==> config.mk <==
export PLATFORM = sky130hd
export DESIGN_NAME = ultrasonic_ranger_median_unit
export DESIGN_NICKNAME = d
export VERILOG_FILES = /design/src/rtl/urm_pkg.sv /design/src/rtl/ultrasonic_ranger_median_unit.sv /design/src/rtl/urm_sort_cell.sv /design/src/rtl/urm_median_chain.sv
export SDC_FILE = /design/constraint.sdc
export NUM_CORES = 1
export LEC_CHECK = 0
export BUFFER_PORTS_ARGS = -buffer_cell sky130_fd_sc_hd__buf_4
export CORE_ASPECT_RATIO = 1.2
export CORE_MARGIN = 2
export CORE_UTILIZATION = 25
export DETAILED_ROUTE_END_ITERATION = 8
export HOLD_SLACK_MARGIN = 0.03
export SYNTH_ARGS = -nofsm -noshare
export SYNTH_HDL_FRONTEND = slang
export SYNTH_HIERARCHICAL = 1
export SYNTH_SLANG_ARGS = --single-unit
export TNS_END_PERCENT = 1
==> constraint.sdc <==
create_clock -name clock -period 13.05 [get_ports clock]
set_input_delay 0.6525 -clock clock [delete_from_list [all_inputs] [get_ports clock]]
set_output_delay 0.6525 -clock clock [all_outputs]
set_load 0.005 [all_outputs]
==> src/rtl/urm_pkg.sv <==
package urm_pkg;

   localparam int WINDOW_SIZE = 5;
   localparam int FILL_W      = $clog2(WINDOW_SIZE + 1);
   localparam int SORT_CNT_W  = $clog2(2 * WINDOW_SIZE);
   localparam int MEDIAN_IDX  = WINDOW_SIZE / 2;

   localparam int DIST_W   = 13;
   localparam int SINCE_W  = 20;
   localparam int PULSE_W  = 8;
   localparam int ECHO_W   = 16;
   localparam int PROD_W   = 25;
   localparam int Q_W      = 15;
   localparam int CSR_IDX_W  = 2;
   localparam int CSR_DATA_W = 20;

   localparam logic [PROD_W-1:0] DIST_MULT = 25'd281;
   localparam int DIST_SHIFT = 10;

   localparam logic [SINCE_W-1:0] INTERVAL_RESET  = 20'd60000;
   localparam logic [PULSE_W-1:0] TRIG_RESET      = 8'd10;
   localparam logic [DIST_W-1:0]  MIN_DIST_RESET  = 13'd32;
   localparam logic [DIST_W-1:0]  MAX_DIST_RESET  = 13'd6400;

   localparam logic [CSR_IDX_W-1:0] CSR_INTERVAL = 2'd0;
   localparam logic [CSR_IDX_W-1:0] CSR_TRIG     = 2'd1;
   localparam logic [CSR_IDX_W-1:0] CSR_MIN_DIST = 2'd2;
   localparam logic [CSR_IDX_W-1:0] CSR_MAX_DIST = 2'd3;

   typedef logic [DIST_W-1:0] dist_type;

   typedef struct packed {
      logic start;
      logic busy;
      logic done;
      logic overflow;
   } med_stat_type;

endpackage

==> src/rtl/ultrasonic_ranger_median_unit.sv <==
// channel  | ports                         | direction | accepted when
// req      | req_valid/req_stall, 2 fields | in        | req_valid && !req_stall
// rsp      | rsp_valid/rsp_stall, 6 fields | out       | rsp_valid && !rsp_stall
// csr      | csr_wr_en/index/wdata         | in        | csr_wr_en
// one item per cycle while req_stall is low; its result lands in the output
// register at the accept edge, but an item whose read fills or slides a full window
// gets its result from the sorting cell chain: feed the window, let the chain settle
// synchronous reset restores register defaults and idles; window data is not cleared
// req_stall rises while sorting or while a result is held by rsp_stall
module ultrasonic_ranger_median_unit (
   input  logic                              clock,
   input  logic                              reset,
   input  logic                              req_valid,
   output logic                              req_stall,
   input  logic                              req_echo_level,
   input  logic                              req_read_req,
   output logic                              rsp_valid,
   input  logic                              rsp_stall,
   output logic                              rsp_trig_level,
   output logic                              rsp_result_pending,
   output logic                              rsp_raw_valid,
   output logic [urm_pkg::DIST_W-1:0]        rsp_raw_distance,
   output logic                              rsp_median_valid,
   output logic [urm_pkg::DIST_W-1:0]        rsp_median_distance,
   input  logic                              csr_wr_en,
   input  logic [urm_pkg::CSR_IDX_W-1:0]     csr_index,
   input  logic [urm_pkg::CSR_DATA_W-1:0]    csr_wdata
);

   typedef enum logic [2:0] {
      PH_IDLE,
      PH_TRIG,
      PH_WAIT,
      PH_TIME,
      PH_READY
   } phase_type;

   phase_type                    phase_ff, phase_in;
   logic [urm_pkg::SINCE_W-1:0]  since_ff, since_in;
   logic [urm_pkg::PULSE_W-1:0]  pulse_ff, pulse_in;
   logic [urm_pkg::ECHO_W-1:0]   echo_ff, echo_in;
   urm_pkg::dist_type            held_dist_ff, held_dist_in;
   logic                         held_ok_ff, held_ok_in;

   logic [urm_pkg::SINCE_W-1:0]  interval_ff;
   logic [urm_pkg::PULSE_W-1:0]  trig_width_ff;
   urm_pkg::dist_type            min_dist_ff;
   urm_pkg::dist_type            max_dist_ff;

   logic                         rsp_valid_ff;
   logic                         rsp_trig_ff;
   logic                         rsp_pending_ff;
   logic                         rsp_raw_valid_ff;
   urm_pkg::dist_type            rsp_raw_dist_ff;
   logic                         rsp_med_valid_ff;
   urm_pkg::dist_type            rsp_med_dist_ff;

   logic                         accept;
   logic                         rsp_free;
   logic                         raw_valid;
   urm_pkg::dist_type            raw_dist;
   logic                         push;
   logic [urm_pkg::PROD_W-1:0]   prod;
   logic [urm_pkg::Q_W-1:0]      q;
   urm_pkg::med_stat_type        med_stat;
   urm_pkg::dist_type            median;

   assign rsp_free  = !rsp_valid_ff || !rsp_stall;
   assign req_stall = med_stat.busy || !rsp_free;
   assign accept    = req_valid && !req_stall;

   always_comb begin
      phase_in     = phase_ff;
      since_in     = (since_ff == '1) ? since_ff : since_ff + 1'b1;
      pulse_in     = pulse_ff;
      echo_in      = echo_ff;
      held_dist_in = held_dist_ff;
      held_ok_in   = held_ok_ff;
      raw_valid    = 1'b0;
      raw_dist     = '0;
      push         = 1'b0;
      prod         = '0;
      q            = '0;
      if (phase_ff == PH_READY && req_read_req) begin
         phase_in = PH_IDLE;
         if (held_ok_ff) begin
            raw_valid = 1'b1;
            raw_dist  = held_dist_ff;
            push      = 1'b1;
         end
      end else begin
         case (phase_ff)
            PH_IDLE: begin
               if (since_ff >= interval_ff) begin
                  pulse_in = '0;
                  phase_in = PH_TRIG;
               end
            end
            PH_TRIG: begin
               pulse_in = (pulse_ff == '1) ? pulse_ff : pulse_ff + 1'b1;
               if (pulse_in >= trig_width_ff) begin
                  phase_in = PH_WAIT;
               end
            end
            PH_WAIT: begin
               if (req_echo_level) begin
                  echo_in  = '0;
                  phase_in = PH_TIME;
               end
            end
            PH_TIME: begin
               echo_in = (echo_ff == '1) ? echo_ff : echo_ff + 1'b1;
               if (!req_echo_level) begin
                  prod = urm_pkg::PROD_W'(echo_in) * urm_pkg::DIST_MULT;
                  q    = prod[urm_pkg::PROD_W-1:urm_pkg::DIST_SHIFT];
                  if (q >= urm_pkg::Q_W'(min_dist_ff) && q <= urm_pkg::Q_W'(max_dist_ff)) begin
                     held_ok_in   = 1'b1;
                     held_dist_in = q[urm_pkg::DIST_W-1:0];
                  end else begin
                     held_ok_in   = 1'b0;
                     held_dist_in = '0;
                  end
                  since_in = '0;
                  phase_in = PH_READY;
               end
            end
            default: begin
               phase_in = phase_ff;
            end
         endcase
      end
   end

   always_ff @(posedge clock) begin
      if (reset) begin
         interval_ff   <= urm_pkg::INTERVAL_RESET;
         trig_width_ff <= urm_pkg::TRIG_RESET;
         min_dist_ff   <= urm_pkg::MIN_DIST_RESET;
         max_dist_ff   <= urm_pkg::MAX_DIST_RESET;
      end else if (csr_wr_en) begin
         case (csr_index)
            urm_pkg::CSR_INTERVAL: interval_ff   <= csr_wdata;
            urm_pkg::CSR_TRIG:     trig_width_ff <= csr_wdata[urm_pkg::PULSE_W-1:0];
            urm_pkg::CSR_MIN_DIST: min_dist_ff   <= csr_wdata[urm_pkg::DIST_W-1:0];
            urm_pkg::CSR_MAX_DIST: max_dist_ff   <= csr_wdata[urm_pkg::DIST_W-1:0];
            default:               interval_ff   <= interval_ff;
         endcase
      end
   end

   always_ff @(posedge clock) begin
      if (reset) begin
         phase_ff     <= PH_IDLE;
         since_ff     <= '0;
         pulse_ff     <= '0;
         echo_ff      <= '0;
         held_dist_ff <= '0;
         held_ok_ff   <= 1'b0;
         rsp_valid_ff <= 1'b0;
      end else begin
         if (accept) begin
            phase_ff     <= phase_in;
            since_ff     <= since_in;
            pulse_ff     <= pulse_in;
            echo_ff      <= echo_in;
            held_dist_ff <= held_dist_in;
            held_ok_ff   <= held_ok_in;
         end
         if (accept && !med_stat.start) begin
            rsp_valid_ff <= 1'b1;
         end else if (med_stat.done && rsp_free) begin
            rsp_valid_ff <= 1'b1;
         end else if (!rsp_stall) begin
            rsp_valid_ff <= 1'b0;
         end
      end
   end

   always_ff @(posedge clock) begin
      if (accept && !med_stat.start) begin
         rsp_trig_ff      <= (phase_in == PH_TRIG);
         rsp_pending_ff   <= (phase_in == PH_READY);
         rsp_raw_valid_ff <= raw_valid;
         rsp_raw_dist_ff  <= raw_dist;
         rsp_med_valid_ff <= 1'b0;
         rsp_med_dist_ff  <= '0;
      end else if (med_stat.done && rsp_free) begin
         rsp_trig_ff      <= 1'b0;
         rsp_pending_ff   <= 1'b0;
         rsp_raw_valid_ff <= 1'b1;
         rsp_raw_dist_ff  <= held_dist_ff;
         rsp_med_valid_ff <= 1'b1;
         rsp_med_dist_ff  <= median;
      end
   end

   urm_median_chain u_chain (
      .clock     (clock),
      .reset     (reset),
      .push      (accept && push),
      .push_data (raw_dist),
      .take      (rsp_free),
      .stat      (med_stat),
      .median    (median)
   );

   assign rsp_valid           = rsp_valid_ff;
   assign rsp_trig_level      = rsp_trig_ff;
   assign rsp_result_pending  = rsp_pending_ff;
   assign rsp_raw_valid       = rsp_raw_valid_ff;
   assign rsp_raw_distance    = rsp_raw_dist_ff;
   assign rsp_median_valid    = rsp_med_valid_ff;
   assign rsp_median_distance = rsp_med_dist_ff;

   a_no_overflow: assert property (@(posedge clock) disable iff (reset)
      !med_stat.overflow)
      else $error("sort chain passed a value past its last cell");

   a_sort_follows: assert property (@(posedge clock) disable iff (reset)
      accept && med_stat.start |=> med_stat.busy && req_stall)
      else $error("median sort did not start after a full window push");

   a_busy_blocks: assert property (@(posedge clock) disable iff (reset)
      med_stat.busy |-> !accept)
      else $error("item accepted while sorting");

   a_median_has_raw: assert property (@(posedge clock) disable iff (reset)
      rsp_valid && rsp_median_valid |-> rsp_raw_valid && !rsp_trig_level)
      else $error("median result without a raw read");

endmodule

==> src/rtl/urm_sort_cell.sv <==
module urm_sort_cell (
   input  logic              clock,
   input  logic              reset,
   input  logic              clear,
   input  logic              in_valid,
   input  urm_pkg::dist_type in_data,
   output logic              pass_valid,
   output urm_pkg::dist_type pass_data,
   output urm_pkg::dist_type held_data
);

   logic              full_ff;
   logic              pass_valid_ff;
   urm_pkg::dist_type held_ff;
   urm_pkg::dist_type pass_data_ff;
   logic              smaller;

   assign smaller = in_data < held_ff;

   always_ff @(posedge clock) begin
      if (reset || clear) begin
         full_ff       <= 1'b0;
         pass_valid_ff <= 1'b0;
      end else begin
         pass_valid_ff <= in_valid && full_ff;
         if (in_valid && !full_ff) begin
            full_ff <= 1'b1;
         end
      end
   end

   // keep the smaller value, hand the larger one on
   always_ff @(posedge clock) begin
      if (in_valid) begin
         if (!full_ff || smaller) begin
            held_ff <= in_data;
         end
         pass_data_ff <= smaller ? held_ff : in_data;
      end
   end

   assign pass_valid = pass_valid_ff;
   assign pass_data  = pass_data_ff;
   assign held_data  = held_ff;

endmodule

==> src/rtl/urm_median_chain.sv <==
module urm_median_chain (
   input  logic                  clock,
   input  logic                  reset,
   input  logic                  push,
   input  urm_pkg::dist_type     push_data,
   input  logic                  take,
   output urm_pkg::med_stat_type stat,
   output urm_pkg::dist_type     median
);

   localparam logic [urm_pkg::FILL_W-1:0] FILL_FULL =
      urm_pkg::FILL_W'(urm_pkg::WINDOW_SIZE);
   localparam logic [urm_pkg::FILL_W-1:0] FILL_LAST =
      urm_pkg::FILL_W'(urm_pkg::WINDOW_SIZE - 1);
   localparam logic [urm_pkg::SORT_CNT_W-1:0] FEED_END =
      urm_pkg::SORT_CNT_W'(urm_pkg::WINDOW_SIZE);
   localparam logic [urm_pkg::SORT_CNT_W-1:0] SORT_LAST =
      urm_pkg::SORT_CNT_W'(2 * urm_pkg::WINDOW_SIZE - 1);

   urm_pkg::dist_type win_ff [urm_pkg::WINDOW_SIZE];
   logic [urm_pkg::FILL_W-1:0]     fill_ff;
   logic                           busy_ff;
   logic [urm_pkg::SORT_CNT_W-1:0] cnt_ff;

   logic              start;
   logic              feed;
   logic              done;
   logic              pass_valid [urm_pkg::WINDOW_SIZE + 1];
   urm_pkg::dist_type pass_data  [urm_pkg::WINDOW_SIZE + 1];
   urm_pkg::dist_type held_data  [urm_pkg::WINDOW_SIZE];

   assign start = push && (fill_ff >= FILL_LAST);
   assign feed  = busy_ff && (cnt_ff < FEED_END);
   assign done  = busy_ff && (cnt_ff == SORT_LAST);

   always_ff @(posedge clock) begin
      if (reset) begin
         fill_ff <= '0;
         busy_ff <= 1'b0;
         cnt_ff  <= '0;
      end else begin
         if (push && (fill_ff != FILL_FULL)) begin
            fill_ff <= fill_ff + 1'b1;
         end
         if (start) begin
            busy_ff <= 1'b1;
            cnt_ff  <= '0;
         end else if (busy_ff) begin
            if (done) begin
               if (take) begin
                  busy_ff <= 1'b0;
               end
            end else begin
               cnt_ff <= cnt_ff + 1'b1;
            end
         end
      end
   end

   // window: shift in on push, rotate through the sorter while feeding
   always_ff @(posedge clock) begin
      if (push || feed) begin
         for (int i = 0; i < urm_pkg::WINDOW_SIZE - 1; i++) begin
            win_ff[i] <= win_ff[i+1];
         end
         win_ff[urm_pkg::WINDOW_SIZE-1] <= push ? push_data : win_ff[0];
      end
   end

   assign pass_valid[0] = feed;
   assign pass_data[0]  = win_ff[0];

   for (genvar g = 0; g < urm_pkg::WINDOW_SIZE; g++) begin : g_cell
      urm_sort_cell u_cell (
         .clock      (clock),
         .reset      (reset),
         .clear      (start),
         .in_valid   (pass_valid[g]),
         .in_data    (pass_data[g]),
         .pass_valid (pass_valid[g+1]),
         .pass_data  (pass_data[g+1]),
         .held_data  (held_data[g])
      );
   end

   assign stat.start    = start;
   assign stat.busy     = busy_ff;
   assign stat.done     = done;
   assign stat.overflow = pass_valid[urm_pkg::WINDOW_SIZE];
   assign median        = held_data[urm_pkg::MEDIAN_IDX];

endmodule
==> results.toml <==
[status]
outcome = "finished, final reports clean"

[global_route]
grt.total_usage_pct = 10.60
grt_pass1_vias = 11280
grt_overflow = 0
grt_pass1_wl_mm = 56.44
grt_max_degree = 74
antenna_found_initial = 0

[worst_setup_path]
path_max_fanout = 14
start_kind = "flop"
worstPathRequired_ns = 13.52
path_common_cell = "ha_1"
endpoint_kind = "flop"
cp.depth = 28
critical_path_buf_inv_count = 1
crit_path_top_delay_cell = "nor4_2"
rr_startpoint = "echo_ff[0]$_SDFFE_PP0P_"
slowest_delay_ns = 0.56
worstReg2RegEnd = "held_dist_ff[1]$_SDFFE_PP0P_"
crit_arrival_ns = 8.83
worst-setup-path-type = "flop to flop"
cpLargestDelayFamily = "simple AND/OR/NAND/NOR gates"
crit_end = "held_dist_ff[1]$_SDFFE_PP0P_"
startpoint = "echo_ff[0]$_SDFFE_PP0P_"
reg2reg_setup_slack_ns = 4.70
r2r_cells = 28

[logic_synthesis]
yosysWarnings = 6
synth_cells = 1527
avgSynthCellArea_um2 = 10.24
synth_area_um2 = 15640
synth_nets = 1736

[detailed_routing]
drt_iter0_drc = 518
finalWirelength_mm = 34.18
via_count = 10930
viasPerCell = 4.517
drt_pass1_iterations = 5
wl_per_cell_um = 14.13
drcViolationCount = 0
final_antenna_net_count = 0

[floorplan]
die_h_um = 278.0
pin_count = 61
die_x_um = 232.4
core_area_um2 = 61930
rows = 100
dieArea_um2 = 64600
start_util_pct = 25.26

[layout]
final_common_cell = "nand2_1"
area_growth_pct = 15.81
final_cell_mix = "nand2_1, ha_1, inv_1, edfxtp_1, dfxtp_1"
layout.cells.non_filler = 2420
layout.nets = 1788
antennaDiodeCount = 0
drive_gt1_share_pct = 12.59
final_design_area_no_fill_um2 = 18120

[timing]
finalSetupTns_ns = 0
hold_viol = 0
skew_ns = 0.01554
slew_headroom_pct = 18.05
rsz0062_at_grt = "no"
timing.final.crit_share_pct = 63.99
setup-violations-final = 0
slew_violations = 0
period_minus_slack_ns = 8.351
tightest_slew_ns = 1.227
fmax_ghz = 0.1197

[cts]
cts-resized-gates = 0
cts_inserted_buffers = 31
tritoncts = "yes"
cts.sinks = 289
post_cts_buffers = 0
clock_path_buffers = 3
cts_root_buf = "clkbuf_16"
clk-insertion-delay-late_ns = 0.57
cts_hold_buf = 0
htreeDepth = 1
clkTransAtPathRegs_ns = 0.06

[pwr]
p_leak_nw = 7.457
power.density_nw_per_um2 = 111.1
ir_drop_mv = 0.1034
power_w = 0.002013

[placement]
gp_congestion = 0.8264
placed_cell_area_um2 = 16950
dp_cells = 2362
place.detailed.hpwl_mm = 25.98
io_buffers = 60

[hold_path]
min_path_cells = 2
hold_class = "primary input to flop"

[job]
cap_violations = 0
[metrics by stage]
step | utilization [%] | worst slack (ns) | hold slack, ns
detailed placement | 27.37 | 4.829 | 0.4045
CTS | 29.25 | 4.749 | 0.2616
global route | 29.25 | 3.973 | 0.2774
global placement | 27.37 | 5.087 | 0.4012
floorplan | - | 6.045 | 0.4003
finish | 29.25 | 4.699 | 0.2817
[report_power, final]
part            total, W  switching, W  internal (W)
sequential      0.000960    0.00000518      0.000955
clock           0.000991      0.000380      0.000610
combinational  0.0000625     0.0000386     0.0000239
total            0.00201      0.000424       0.00159
[state kept, by name (all words and copies together) (netlist names), 16 cells and up]
register	cells
echo_ff	16
interval_ff	20
since_ff	20
u_chain/g_cell.u_cell/held_data	39
u_chain/g_cell.u_cell/pass_data	26
u_chain/win_ff	65
[metal layers]
layer	GRT usage (%)	vias up	wire, um
met5	0	-	0
met4	3.485	0	894
met3	1.178	56	1134
met2	19.86	188	17660
met1	12.39	5239	14490
li1	-	5447	-
[layout make-up]
| class | count | area, um^2 |
|---|---|---|
| clock inverter | 24 | 361.6 |
| tap | 816 | 1021 |
| fill | 6367 | 43820 |
| clock buffer | 34 | 807.0 |
| sequential | 289 | 7247 |
| inverter | 147 | 551.8 |
| multi-input combinational | 1041 | 7611 |
| timing repair buffer | 69 | 518.0 |
[how the worst min path moves through the flow]
stage / end / slack, ns / start
after detailed placement: u_chain/win_ff[0][18]$_DFFE_PP_ / 0.40 / u_chain/win_ff[0][31]$_DFFE_PP_
after CTS: interval_ff[15]$_SDFFE_PP1P_ / 0.26 / csr_wdata[15]
after floorplan: u_chain/win_ff[0][0]$_DFFE_PP_ / 0.40 / u_chain/win_ff[0][13]$_DFFE_PP_
after global placement: u_chain/win_ff[0][12]$_DFFE_PP_ / 0.40 / u_chain/win_ff[0][25]$_DFFE_PP_
after global routing: interval_ff[13]$_SDFFE_PP1P_ / 0.28 / csr_wdata[13]
final: interval_ff[15]$_SDFFE_PP1P_ / 0.28 / csr_wdata[15]
Power figures use the tool's default switching activity.
